$ cat config.mk
export PLATFORM = sky130hd
export DESIGN_NAME = dde_ctrl
export DESIGN_NICKNAME = d
export VERILOG_FILES = /design/src/hw/rtl/dde_pkg.sv /design/src/hw/rtl/dde_ctrl.sv
export VERILOG_INCLUDE_DIRS = /design/src /design/src/hw/rtl
export SDC_FILE = /design/constraint.sdc
export NUM_CORES = 1
export LEC_CHECK = 0
export BUFFER_PORTS_ARGS = -buffer_cell sky130_fd_sc_hd__buf_2
export CORE_AREA = 2 2 54 56
export CTS_CLUSTER_SIZE = 40
export DETAILED_ROUTE_END_ITERATION = 7
export DIE_AREA = 0 0 56 58
export MAX_ROUTING_LAYER = met4
export PLACE_DENSITY = 0.71
export SLEW_MARGIN = 20
export SYNTH_ARGS = -nofsm -noshare
export SYNTH_HDL_FRONTEND = slang
export SYNTH_SLANG_ARGS = --single-unit
$ cat constraint.sdc
create_clock -name clk_i -period 4 [get_ports clk_i]
set_clock_uncertainty 0.1 [all_clocks]
set_input_delay 0.8 -clock clk_i [delete_from_list [all_inputs] [get_ports clk_i]]
set_output_delay 0.8 -clock clk_i [all_outputs]
set_load 0.01 [all_outputs]
$ cat src/hw/rtl/direct_dft_engine_core_macros.svh
// Assertion macros shared by the direct DFT engine modules.
`ifndef DIRECT_DFT_ENGINE_CORE_MACROS_SVH
`define DIRECT_DFT_ENGINE_CORE_MACROS_SVH

// Clocked check, disabled while in reset.
`define DDE_ASSERT(lbl, prop, msg) \
  lbl: assert property (@(posedge clk_i) disable iff (!rst_ni) (prop)) else $error(msg);

// Clocked check that also holds across reset.
`define DDE_ASSERT_ALWAYS(lbl, prop, msg) \
  lbl: assert property (@(posedge clk_i) (prop)) else $error(msg);

`endif

$ cat src/hw/rtl/dde_pkg.sv
// Shared types and constants of the direct DFT engine.
package dde_pkg;

  localparam int unsigned IDX_W = 6;
  localparam int unsigned BIN_W = 23;
  localparam longint Q30_ONE     = 64'sd1073741824;
  localparam longint HALF_PI_Q30 = 64'sd1686629713;

  typedef enum logic [1:0] {
    ST_LOAD,
    ST_HOLD,
    ST_RUN
  } ctrl_state_e;

  typedef struct packed {
    logic             wr_en;
    logic             rd_en;
    logic             first;
    logic             last;
    logic [IDX_W-1:0] n;
    logic [IDX_W-1:0] m;
    logic [IDX_W-1:0] k;
  } cmd_t;

  typedef struct packed {
    logic busy;
  } status_t;

endpackage

$ cat src/hw/rtl/dde_ctrl.sv
// Sequencer: loads a frame, then walks bins and terms of the transform.
`include "direct_dft_engine_core_macros.svh"

module dde_ctrl #(
  parameter int POINTS = 64
) (
  input  logic            clk_i,
  input  logic            rst_ni,
  input  logic            in_valid_i,
  output logic            in_ready_o,
  output dde_pkg::cmd_t   cmd_o,
  input  dde_pkg::status_t status_i
);
  import dde_pkg::*;

  localparam logic [IDX_W-1:0] LAST_IDX = IDX_W'(POINTS - 1);
  localparam logic [IDX_W:0]   PTS_EXT  = (IDX_W + 1)'(POINTS);

  ctrl_state_e      state_q, state_d;
  logic [IDX_W-1:0] cnt_q, cnt_d;
  logic [IDX_W-1:0] k_q, k_d;
  logic [IDX_W-1:0] m_q, m_d;
  logic [IDX_W:0]   m_sum;

  always_ff @(posedge clk_i or negedge rst_ni) begin
    if (!rst_ni) begin
      state_q <= ST_LOAD;
      cnt_q   <= '0;
      k_q     <= '0;
      m_q     <= '0;
    end else begin
      state_q <= state_d;
      cnt_q   <= cnt_d;
      k_q     <= k_d;
      m_q     <= m_d;
    end
  end

  assign m_sum = {1'b0, m_q} + {1'b0, k_q};

  always_comb begin
    state_d    = state_q;
    cnt_d      = cnt_q;
    k_d        = k_q;
    m_d        = m_q;
    in_ready_o = 1'b0;
    cmd_o      = '0;
    cmd_o.n    = cnt_q;
    cmd_o.m    = m_q;
    cmd_o.k    = k_q;
    case (state_q)
      ST_LOAD: begin
        in_ready_o = 1'b1;
        if (in_valid_i) begin
          cmd_o.wr_en = 1'b1;
          if (cnt_q == LAST_IDX) begin
            cnt_d   = '0;
            k_d     = '0;
            state_d = ST_HOLD;
          end else begin
            cnt_d = cnt_q + 1'b1;
          end
        end
      end
      ST_HOLD: begin
        if (!status_i.busy) begin
          cnt_d   = '0;
          m_d     = '0;
          state_d = ST_RUN;
        end
      end
      ST_RUN: begin
        cmd_o.rd_en = 1'b1;
        cmd_o.first = (cnt_q == '0);
        cmd_o.last  = (cnt_q == LAST_IDX);
        m_d = (m_sum >= PTS_EXT) ? IDX_W'(m_sum - PTS_EXT) : m_sum[IDX_W-1:0];
        if (cnt_q == LAST_IDX) begin
          cnt_d = '0;
          if (k_q == LAST_IDX) begin
            k_d     = '0;
            state_d = ST_LOAD;
          end else begin
            k_d     = k_q + 1'b1;
            state_d = ST_HOLD;
          end
        end else begin
          cnt_d = cnt_q + 1'b1;
        end
      end
      default: begin
        state_d = ST_LOAD;
      end
    endcase
  end

  `DDE_ASSERT(a_hold_waits, (state_q == ST_HOLD && status_i.busy) |=> (state_q == ST_HOLD), "bin started while the MAC pipeline was busy")
  `DDE_ASSERT(a_m_range, (state_q == ST_RUN) |-> (m_q <= LAST_IDX), "twiddle index out of range")
  `DDE_ASSERT_ALWAYS(a_rd_wr_excl, !(cmd_o.wr_en && cmd_o.rd_en), "sample store read and write together")

endmodule

## Word-level counts from Yosys, hierarchy flattened

Index checks and enable logic that the tools add are counted.

| cells by class | value |
|---|---|
| add/sub/neg operators | 4 |
| magnitude comparators | 1 |
| equality and inequality tests | 8 |
| multiplexer cells | 21 |
| reductions and logical operators | 9 |

Operators with widths:

| kind | number |
|---|---|
| $mux W6 | 8 |
| $pmux W6 S2 | 2 |
| $pmux W6 S3 | 1 |
| $add A6 B1 Y6 const B | 2 |
| $eq A6 B6 Y1 const B | 2 |
| $mux W2 | 4 |
| $ne A2 B2 Y1 const B | 4 |
| $reduce_and A4 Y1 | 2 |
| $add A6 B6 Y7 | 1 |
| $ge A7 B7 Y1 const B | 1 |
| $logic_not A6 Y1 | 1 |
| $pmux W2 S3 | 1 |
| $sub A6 B1 Y6 const B | 1 |
| $mux W1 | 4 |
| $reduce_bool A2 Y1 | 2 |
| $mux W3 | 1 |
| $reduce_and A3 Y1 | 1 |
| $reduce_bool A3 Y1 | 1 |
| $eq A2 B1 Y1 const B | 1 |
| $eq A2 B2 Y1 const B | 1 |
| $logic_not A2 Y1 | 1 |
| $reduce_and A2 Y1 | 1 |

| word-level totals | value |
|---|---|
| bits in registers | 20 |
| input port bits | 4 |
| output and inout port bits | 23 |
| word-level logic and storage cells | 47 |

## Logic depth before layout (Yosys ltp)

Gate-level depths: netlist of the first run.

| depth | value |
|---|---|
| word-level depth | 4 |
| gate-level depth with buffers | 6 |
| gate-level depth less buffers | 6 |

## Worst setup path after synthesis of the first run

OpenSTA, ideal clock, no wires.

| path | value |
|---|---|
| path type | register to register |
| from | register k_q[4] |
| to | register m_q[5] |
| setup time | 126 ps |
| arrival | 1986 ps |
| required time | 3774 ps |
| path slack | 1788 ps |
| stages on the path, launching flop included | 6 |
| buffers on the path | 0 |
| period minus slack after synthesis | 2212 ps |
| path through | dfrtp_1 > ha_1 > and3_4 > a2111oi_4 > mux2_2 > a221o_1 |

| between the ends | value |
|---|---|
| word-level cells in the longest chain between the ends | 4 |
| elaborated cells between the ends (all ways) | 5 |
| classes of those cells | add/sub (2); order compare (1); mux (2) |

RTL lines:

| item | line | source |
|---|---|---|
| start, declared | dde_ctrl.sv:21 | `logic [IDX_W-1:0] k_q, k_d;` |
| start signal, assigned | dde_ctrl.sv:34 | `k_q <= k_d;` |
| $add A6 B6 Y7 (*) | dde_ctrl.sv:39 | `assign m_sum = {1'b0, m_q} + {1'b0, k_q};` |
| $sub A6 B1 Y6 / $ge A7 B7 Y1 (equally long branches) | dde_ctrl.sv:76 | `m_d = (m_sum >= PTS_EXT) ? IDX_W'(m_sum - PTS_EXT) : m_sum[IDX_W-1:0];` |
| $mux W6 (*) | dde_ctrl.sv:76 |  |
| $pmux W6 S2 (*) | dde_ctrl.sv:51 | `case (state_q)` |
| end signal, assigned | dde_ctrl.sv:35 | `m_q <= m_d;` |
| end, declared | dde_ctrl.sv:22 | `logic [IDX_W-1:0] m_q, m_d;` |

Mark *: on every way between the ends. The rest lies on a longest branch, timed or not.
A chain may end at the register's enable or synchronous reset.

==> results.env, run 1 <==
WORST_HOLD_PATH_TYPE='input pin to async pin'
SYNTH_FP_NETS=143
WORST_SLEW_PIN_SLEW_PS=549.4
POSTLAYOUTSETUPSLACKWORST_PS=1209
POST_SYNTHESIS_TO_FINAL_LAYOUT_AREA_GROWTH_PCT=14.60
CRITICAL_PATH_CLASS='flip-flop to output pin'
POWER_DENSITY_mW_PER_MM2=397.9
TIMING.HOLD.WS_PS=320.1
SYNTH_TOP_AREA_CELL='dfrtp_1'
FP.DIEAREA_SQ_MM=0.003248
NETLIST_INSTANCES=130
GRT_PASS1_WL_UM=4712
FMAX_MHz=358.3
FLOORPLAN.DIE.HEIGHT_UM=58
SHARE_OF_SYNTHESIZED_FLIP_FLOPS_WITH_AN_ASYNCHRONOUS_SET_OR_RESET=1.000
MAPPEDNETLISTAREA_SQ_MM=0.001251
N_ANTENNA_CELL=0
RSZ0062_AT_GRT='false'
CP_DATA_REQUIRED_TIME_PS=3100
VIAS_PER_CELL=5.727
SWITCHING_SHARE=0.3489
SYNTH.YOSYS.SEQ_AREA_SHARE=0.4000
DETAIL_ROUTE.ITER0.VIOLATIONS=22
VDD.IR_DROP.WORST_mV=0.3522
REPORT.FINAL.HOLD_VIOL_COUNT=0
SYNTH_ENABLE_FLOP_CELLS=0
CLOCK_PATH_BUFFERS=2
DIE_X_UM=56
GATE_POWER_SHARE=0.307
SYNTH_SEQ_CELLS=20
SLEW-LIMIT-HEADROOM=0.6306
END_KIND='output pin'
PART_OF_THE_POWER_IN_REGISTERS=0.485
YOSYS_WARNINGS=0
VIAS=1071
INTERNAL_POWER_uW=371.5
NUMBER_OF_BUFFERS_ADDED_BY_THE_CLOCK_TREE_SYNTHESIS_STEP=3
ROWS=19
PRE_CTS_WS_PS=1580
DRT_FIRST_PASS_ITERS=4
ROUTEDWLPERCELL_UM=14.67
DRT_WL_TOTAL_UM=2744
GRT_OVERFLOW=0
GPL.FINAL_WEIGHTED_CONGESTION=0.8552
AVERAGE_INSTANCE_AREA_AFTER_SYNTHESIS_SQ_UM=9.625
CORE-AREA_SQ_MM=0.002663
CTS.CLK_SLEW.WORST_PATHS_PS=110
NUMCLOCKSINKS=20
WORST-R2R-CELL-COUNT=5
POWER.SWITCHING_uW=199.0
GRT_PASS1_VIAS=979
CTS_TREE='yes'
FINAL_PERIOD_DEMAND_OF_THE_WORST_PATH_PS=2791
IO_PINS=27
IO_BUF_COUNT=26
CTS_MAX_LEVEL=1
CRIT_PATH_MAX_FANOUT=11
SETUP_VIOL=0
ANTENNA_FOUND_INITIAL=0
TIMING.RR.START='k_q[4]'
CTS_POST_SETUP_BUFFERS_INSERTED=0
YOSYS_MOST_USED_DFF='dfrtp_1'
WORSTSETUPSTARTPOINT='state_q[0]'
TOP_AREA_CELL_TYPE_SHARE_OF_THE_NETLIST_AREA=0.4000
REMAINING_DRC_ERRORS=0
TRACK_USAGE=0.1887
GRT_MAX_DEGREE=21
MAXSLEWVIOLCOUNT=0
ANTENNA_LEFT=0
YS_TOP_CELLS_BY_AREA='dfrtp_1 (40%), ha_1 (8.0%), o21ai_0 (5.6%)'
CLOCK-ROOT-BUFFER='clkbuf_4'
INITIAL_CORE_UTIL=0.4699
WORST_SETUP_PATH_START_KIND='flip-flop'
TOTALNEGATIVESETUPSLACK_PS=0
CLOCK_LATENCY_PS=300
POWER.LEAKAGE_nW=0.6938
SYNTH.LIB_CELLS_USED.DISTINCT=40
PWR-SHARE-CLK=0.208
POST_CTS_RESIZED=0
CTS_HOLD_BUFFERS=0
WORST_EP_ARRIVAL_TIME_PS=1890
LAYOUT-DRIVE-GT1-SHARE=0.2308
FINALCRITPERIODSHARE=0.6977
LAYOUT.NETS=170
POWER_uW=570.5
OUTCOME='finished, final reports clean'
HPWLAFTERDP_UM=2082
MAX_CAP_VIOLATIONS=0
-- worst paths after layout --
kind / endpoint / slack [ps]
worst max-delay path: cmd_o[19] / 1210
worst min-delay path: m_q[0] / 320
worst max register to register: m_q[5] / 1690
worst min register to register: m_q[4] / 420
max in group asynchronous: cnt_q[0] / 3170
min in group clk_i: m_q[4] / 420
-- flip-flops by register name, indices dropped and copies added, names as in the netlist --
name     count
cnt_q        6
k_q          6
m_q          6
state_q      2
-- cells in the mapped netlist, drive strengths merged (2+ instances only) --
master,number
a221oi,2
xnor2,2
inv,8
o31ai,2
nand2b,2
dfrtp,20
and2,5
a21o,2
nand3,7
a22o,4
o21ai,14
a21oi,3
o22ai,3
a41oi,2
buf,4
xor2,2
nor2,2
ha,8
and3,6
nand2,13
mux2i,2
nor3,2
a31oi,2
-- layer usage --
layer | track usage | wire length [um] | share of wire | vias to the layer above
li1 | - | - | - | 534
met1 | 0.2560 | 1288 | 0.47 | 501
met2 | 0.2941 | 1284 | 0.47 | 31
met3 | 0.02679 | 131 | 0.048 | 5
met4 | 0.06122 | 40 | 0.015 | 0
met5 | - | 0 | 0 | -
-- worst max-delay path, stage by stage, from the launching register on --
cell	delay, ps
dfrtp_1	500
nand2b_1	360
clkinv_1	330
and3_1	260
buf_2	130
-- power by group through the flow --
stage / clock, mW / sequential (mW) / combinational (mW)
floorplan: 0 / 0.280 / 0.111
global placement: 0 / 0.278 / 0.174
detailed placement: 0 / 0.280 / 0.176
CTS: 0.121 / 0.276 / 0.178
global route: 0.131 / 0.285 / 0.199
finish: 0.119 / 0.277 / 0.175
-- cells in the final DEF (no fill, tap or decap), types with 2 or more instances in the layout --
master    instances
buf_2            26
dfrtp_1          20
o21ai_0          14
nand2_1          13
inv_1             8
ha_1              8
nand3_1           7
and3_1            4
and2_1            4
a22o_1            4
a21oi_1           3
o22ai_1           3
clkbuf_4          3
nand2b_1          2
nor2_1            2
o31ai_1           2
a221oi_1          2
a31oi_1           2
a41oi_1           2
a21o_1            2
xnor2_1           2
nor3_1            2
mux2i_1           2
xor2_1            2
-- per-stage QoR --
stage,instances,utilization,instance area [sq um]
after floorplan,130,-,1251
after global placement,183,0.5249,1398
after detailed placement,183,0.5249,1398
after CTS,187,0.5385,1434
after global routing,187,0.5385,1434
final,187,0.5385,1434
-- area by class of cell --
| cell class | count | area, sq um |
|---|---|---|
| fillers | 259 | 1229 |
| multi-input cells | 97 | 694.4 |
| flip-flops and latches | 20 | 500.5 |
| repair buffers | 26 | 130.1 |
| well taps | 31 | 38.79 |
| clock buffers | 4 | 36.28 |
| inverters | 9 | 33.78 |
-- cell families after synthesis --
group | synth area share
buffers and inverters | 0.04500
flip-flops | 0.4000
AO/OA/AOI/OAI | 0.2360
adder cells (fa/ha/maj) | 0.09600
AND/OR/NAND/NOR | 0.1700
multiplexers | 0.02500
XOR/XNOR | 0.02801
Note: power is estimated with default switching activity, not from simulation.
==> inputs of run 2 (changes only) <==
- CORE_AREA: 2 2 54 56 -> 2 2 55 57
- DIE_AREA: 0 0 56 58 -> 0 0 57 59
- clock period: 4 -> 2.3 ns (I/O delays scaled with it)
==> run 2 against run 1 <==
  * Total power is 66% higher
  * Worst setup slack got worse by 1100 ps
  * Register-to-register slack got worse by 1600 ps
  * Cell area is 1.9% higher
  * Largest power group unchanged
  * Combinational power is 71% higher
  * The flow now finishes with violations (hold timing)
  * Flip-flop and latch count stayed put
  * Critical endpoint is now m_q[5]
  * Worst hold slack lost 320 ps
==> results.env, run 2 (synthesis results as in run 1) <==
OUTCOME='complete, but fails checks'
FAILED_CHECKS='hold timing'
FMAX_MHz=455.2
FP.DIEAREA_SQ_MM=0.003363  # +3.5%
SLEW-LIMIT-HEADROOM=0.5988  # -0.03180
CTS.CLK_SLEW.WORST_PATHS_PS=110  # about the same
POST-PLACE-CELLS=188  # +2.7%
CTS_POST_SETUP_BUFFERS_INSERTED=0  # unchanged
HPWLAFTERDP_UM=2045  # -1.8%
CRITICAL_PATH_CLASS='flip-flop to flip-flop'
IO_BUF_COUNT=26  # unchanged
FINALCOREUTILIZATION=0.5392  # +0.0007090
CRIT_PATH_TOP_DELAY_CELL='dfrtp_1'
CRIT_PATH_MAX_FANOUT=4  # -7
VDD.IR_DROP.WORST_mV=0.5223  # +48%
FINAL.FILL_COUNT=251  # -3.1%
NUMCLOCKSINKS=20  # unchanged
TOTALNEGATIVESETUPSLACK_PS=0  # unchanged
NUMBER_OF_BUFFERS_ADDED_BY_THE_CLOCK_TREE_SYNTHESIS_STEP=3  # unchanged
PWR-SHARE-CLK=0.175  # -0.033
PART_OF_THE_POWER_IN_REGISTERS=0.509  # +0.024
ROWS=19  # unchanged
LAYOUT.CELL_AREA.NON_FILLER_SQ_MM=0.001461  # +1.9%
ANTENNA_LEFT=0  # unchanged
VIAS_PER_CELL=5.801  # +1.3%
CRITICAL-PATH-TOP-DELAY-FAMILY='compound AO/OA/AOI/OAI gates'
DRT_FIRST_PASS_ITERS=4  # unchanged
N_ANTENNA_CELL=0  # unchanged
WORST_EP_ARRIVAL_TIME_PS=2280  # +390 ps
CTS_MAX_LEVEL=1  # unchanged
TOP_REGS='cnt_q: 6 flops, k_q: 6 flops, m_q: 6 flops'
CP_DATA_REQUIRED_TIME_PS=2390  # -710 ps
WORSTPATHCELLLIST='ha_1 > and3_4 > a2111oi_4 > mux2_2 > a221o_1'
WORSTSETUPPATHDEPTH=5  # +1
TIMING.HOLD.WS_PS=-0.1453  # -320.2 ps
NUMBER_OF_STANDARD_CELLS_IN_THE_FINAL_LAYOUT_EXCLUDING_FILLERS=191  # +2.1%
SWITCHING_SHARE=0.3552  # +0.006321
CLOCK_PATH_BUFFERS=2  # unchanged
WORST-R2R-CELL-COUNT=5  # unchanged
POWER_DENSITY_mW_PER_MM2=647.5  # +63%
INITIAL_CORE_UTIL=0.4617  # -0.008244
MAXSLEWVIOLCOUNT=0  # unchanged
ROUTEDWLPERCELL_UM=14.52  # -1.1%
RSZ0062_AT_GRT='false'
WORST_SETUP_PATH_START_KIND='flip-flop'
CORE-AREA_SQ_MM=0.002710  # +1.8%
DETAIL_ROUTE.ITER0.VIOLATIONS=49  # +120%
INTERNAL_POWER_uW=610.1  # +64%
GRT_OVERFLOW=0  # unchanged
GRT_PASS1_VIAS=1047  # +6.9%
LAYOUT-DRIVE-GT1-SHARE=0.2625  # +0.03173
CRITICAL-PATH-MAX-STAGE-DELAY_PS=410  # -90 ps
POST_SYNTHESIS_TO_FINAL_LAYOUT_AREA_GROWTH_PCT=16.80
GRT_PASS1_WL_UM=4705  # -0.15%
GATE_POWER_SHARE=0.316  # +0.009
CP.BUFFERS_INVERTERS=0  # -2
DRT_WL_TOTAL_UM=2773  # +1.1%
MAX_CAP_VIOLATIONS=0  # unchanged
FINAL_PERIOD_DEMAND_OF_THE_WORST_PATH_PS=2197
GRT_MAX_DEGREE=21  # unchanged
FF_LATCH_AREA_SQ_UM=501.7  # +0.25%
POST_CTS_RESIZED=0  # unchanged
WORST_SLEW_PIN_SLEW_PS=596.7  # +47.30 ps
WORST_HOLD_PATH_TYPE='input pin to async pin'
MULTI_INPUT_COMB_AREA_SQ_UM=696.9  # +0.36%
POWER.LEAKAGE_nW=0.7103  # +2.4%
END_KIND='flip-flop'
SETUP_VIOL=0  # unchanged
DETAILED_PLACE.AREA_SQ_MM=0.001435  # +2.7%
CTS_HOLD_BUFFERS=0  # unchanged
REMAINING_DRC_ERRORS=0  # unchanged
GPL.FINAL_WEIGHTED_CONGESTION=0.8921  # +4.3%
LAYOUT.NETS=175  # +2.9%
LAYOUT.CELLS.MOST_COMMON_LIST='buf_2 (26), dfrtp_1 (19), o21ai_0 (14)'
DIE_X_UM=57  # +1.8%
REPORT.FINAL.HOLD_VIOL_COUNT=1  # +1
FLOORPLAN.DIE.HEIGHT_UM=59  # +1.7%
POSTLAYOUTSETUPSLACKWORST_PS=103.2  # -1106 ps
TRACK_USAGE=0.1813  # -0.007431
CTS_TREE='yes'
PRE_CTS_WS_PS=113.9  # -1466 ps
CLOCK-ROOT-BUFFER='clkbuf_4'
POWER.SWITCHING_uW=336.1  # +69%
CLOCK_LATENCY_PS=290  # about the same
VIAS=1108  # +3.5%
ANTENNA_FOUND_INITIAL=0  # unchanged
LAYOUT_COMMONEST_CELL='buf_2'
POWER_uW=946.2  # +66%
IO_PINS=27  # unchanged
FINALCRITPERIODSHARE=0.9551
[run 2: cell types whose count changed in the layout (fill, tap and decap cells not counted), sizes merged]
cell	before	now
buf	26	31
clkbuf	4	3
[run 2: worst paths after layout]
path                          start         end  slack [ps]
hold reg to reg              m_q[2]      m_q[2]         420
setup reg to reg             m_q[4]      m_q[5]         100
max in group asynchronous    rst_ni  state_q[0]        1760
setup / recovery             m_q[4]      m_q[5]         100
min in group clk_i         status_i  state_q[1]         290
hold / removal               rst_ni      m_q[0]        -0.1
[run 2: layout make-up]
cell class              count  share of cell area
clock buffers               3             0.01541
repair buffers             31              0.1147
inverters                   9             0.02312
flip-flops and latches     20              0.3433
well taps                  31             0.02654
multi-input cells          97              0.4769
[run 2: power groups by stage]
| stage | Combinational [mW] | Sequential (mW) | Clock, mW |
|---|---|---|---|
| after floorplan | 0.193 | 0.488 | 0 |
| after global placement | 0.298 | 0.481 | 0 |
| after detailed placement | 0.301 | 0.486 | 0 |
| after CTS | 0.302 | 0.478 | 0.172 |
| after global routing | 0.342 | 0.492 | 0.185 |
| final | 0.299 | 0.482 | 0.165 |
[run 2: metal layers]
| metal | GRT usage | vias to the layer above | part of all wire |
|---|---|---|---|
| met5 | - | - | 0 |
| met4 | 0.07641 | 0 | 0.0047 |
| met3 | 0.02402 | 2 | 0.052 |
| met2 | 0.2890 | 33 | 0.50 |
| met1 | 0.2343 | 533 | 0.45 |
| li1 | - | 540 | - |
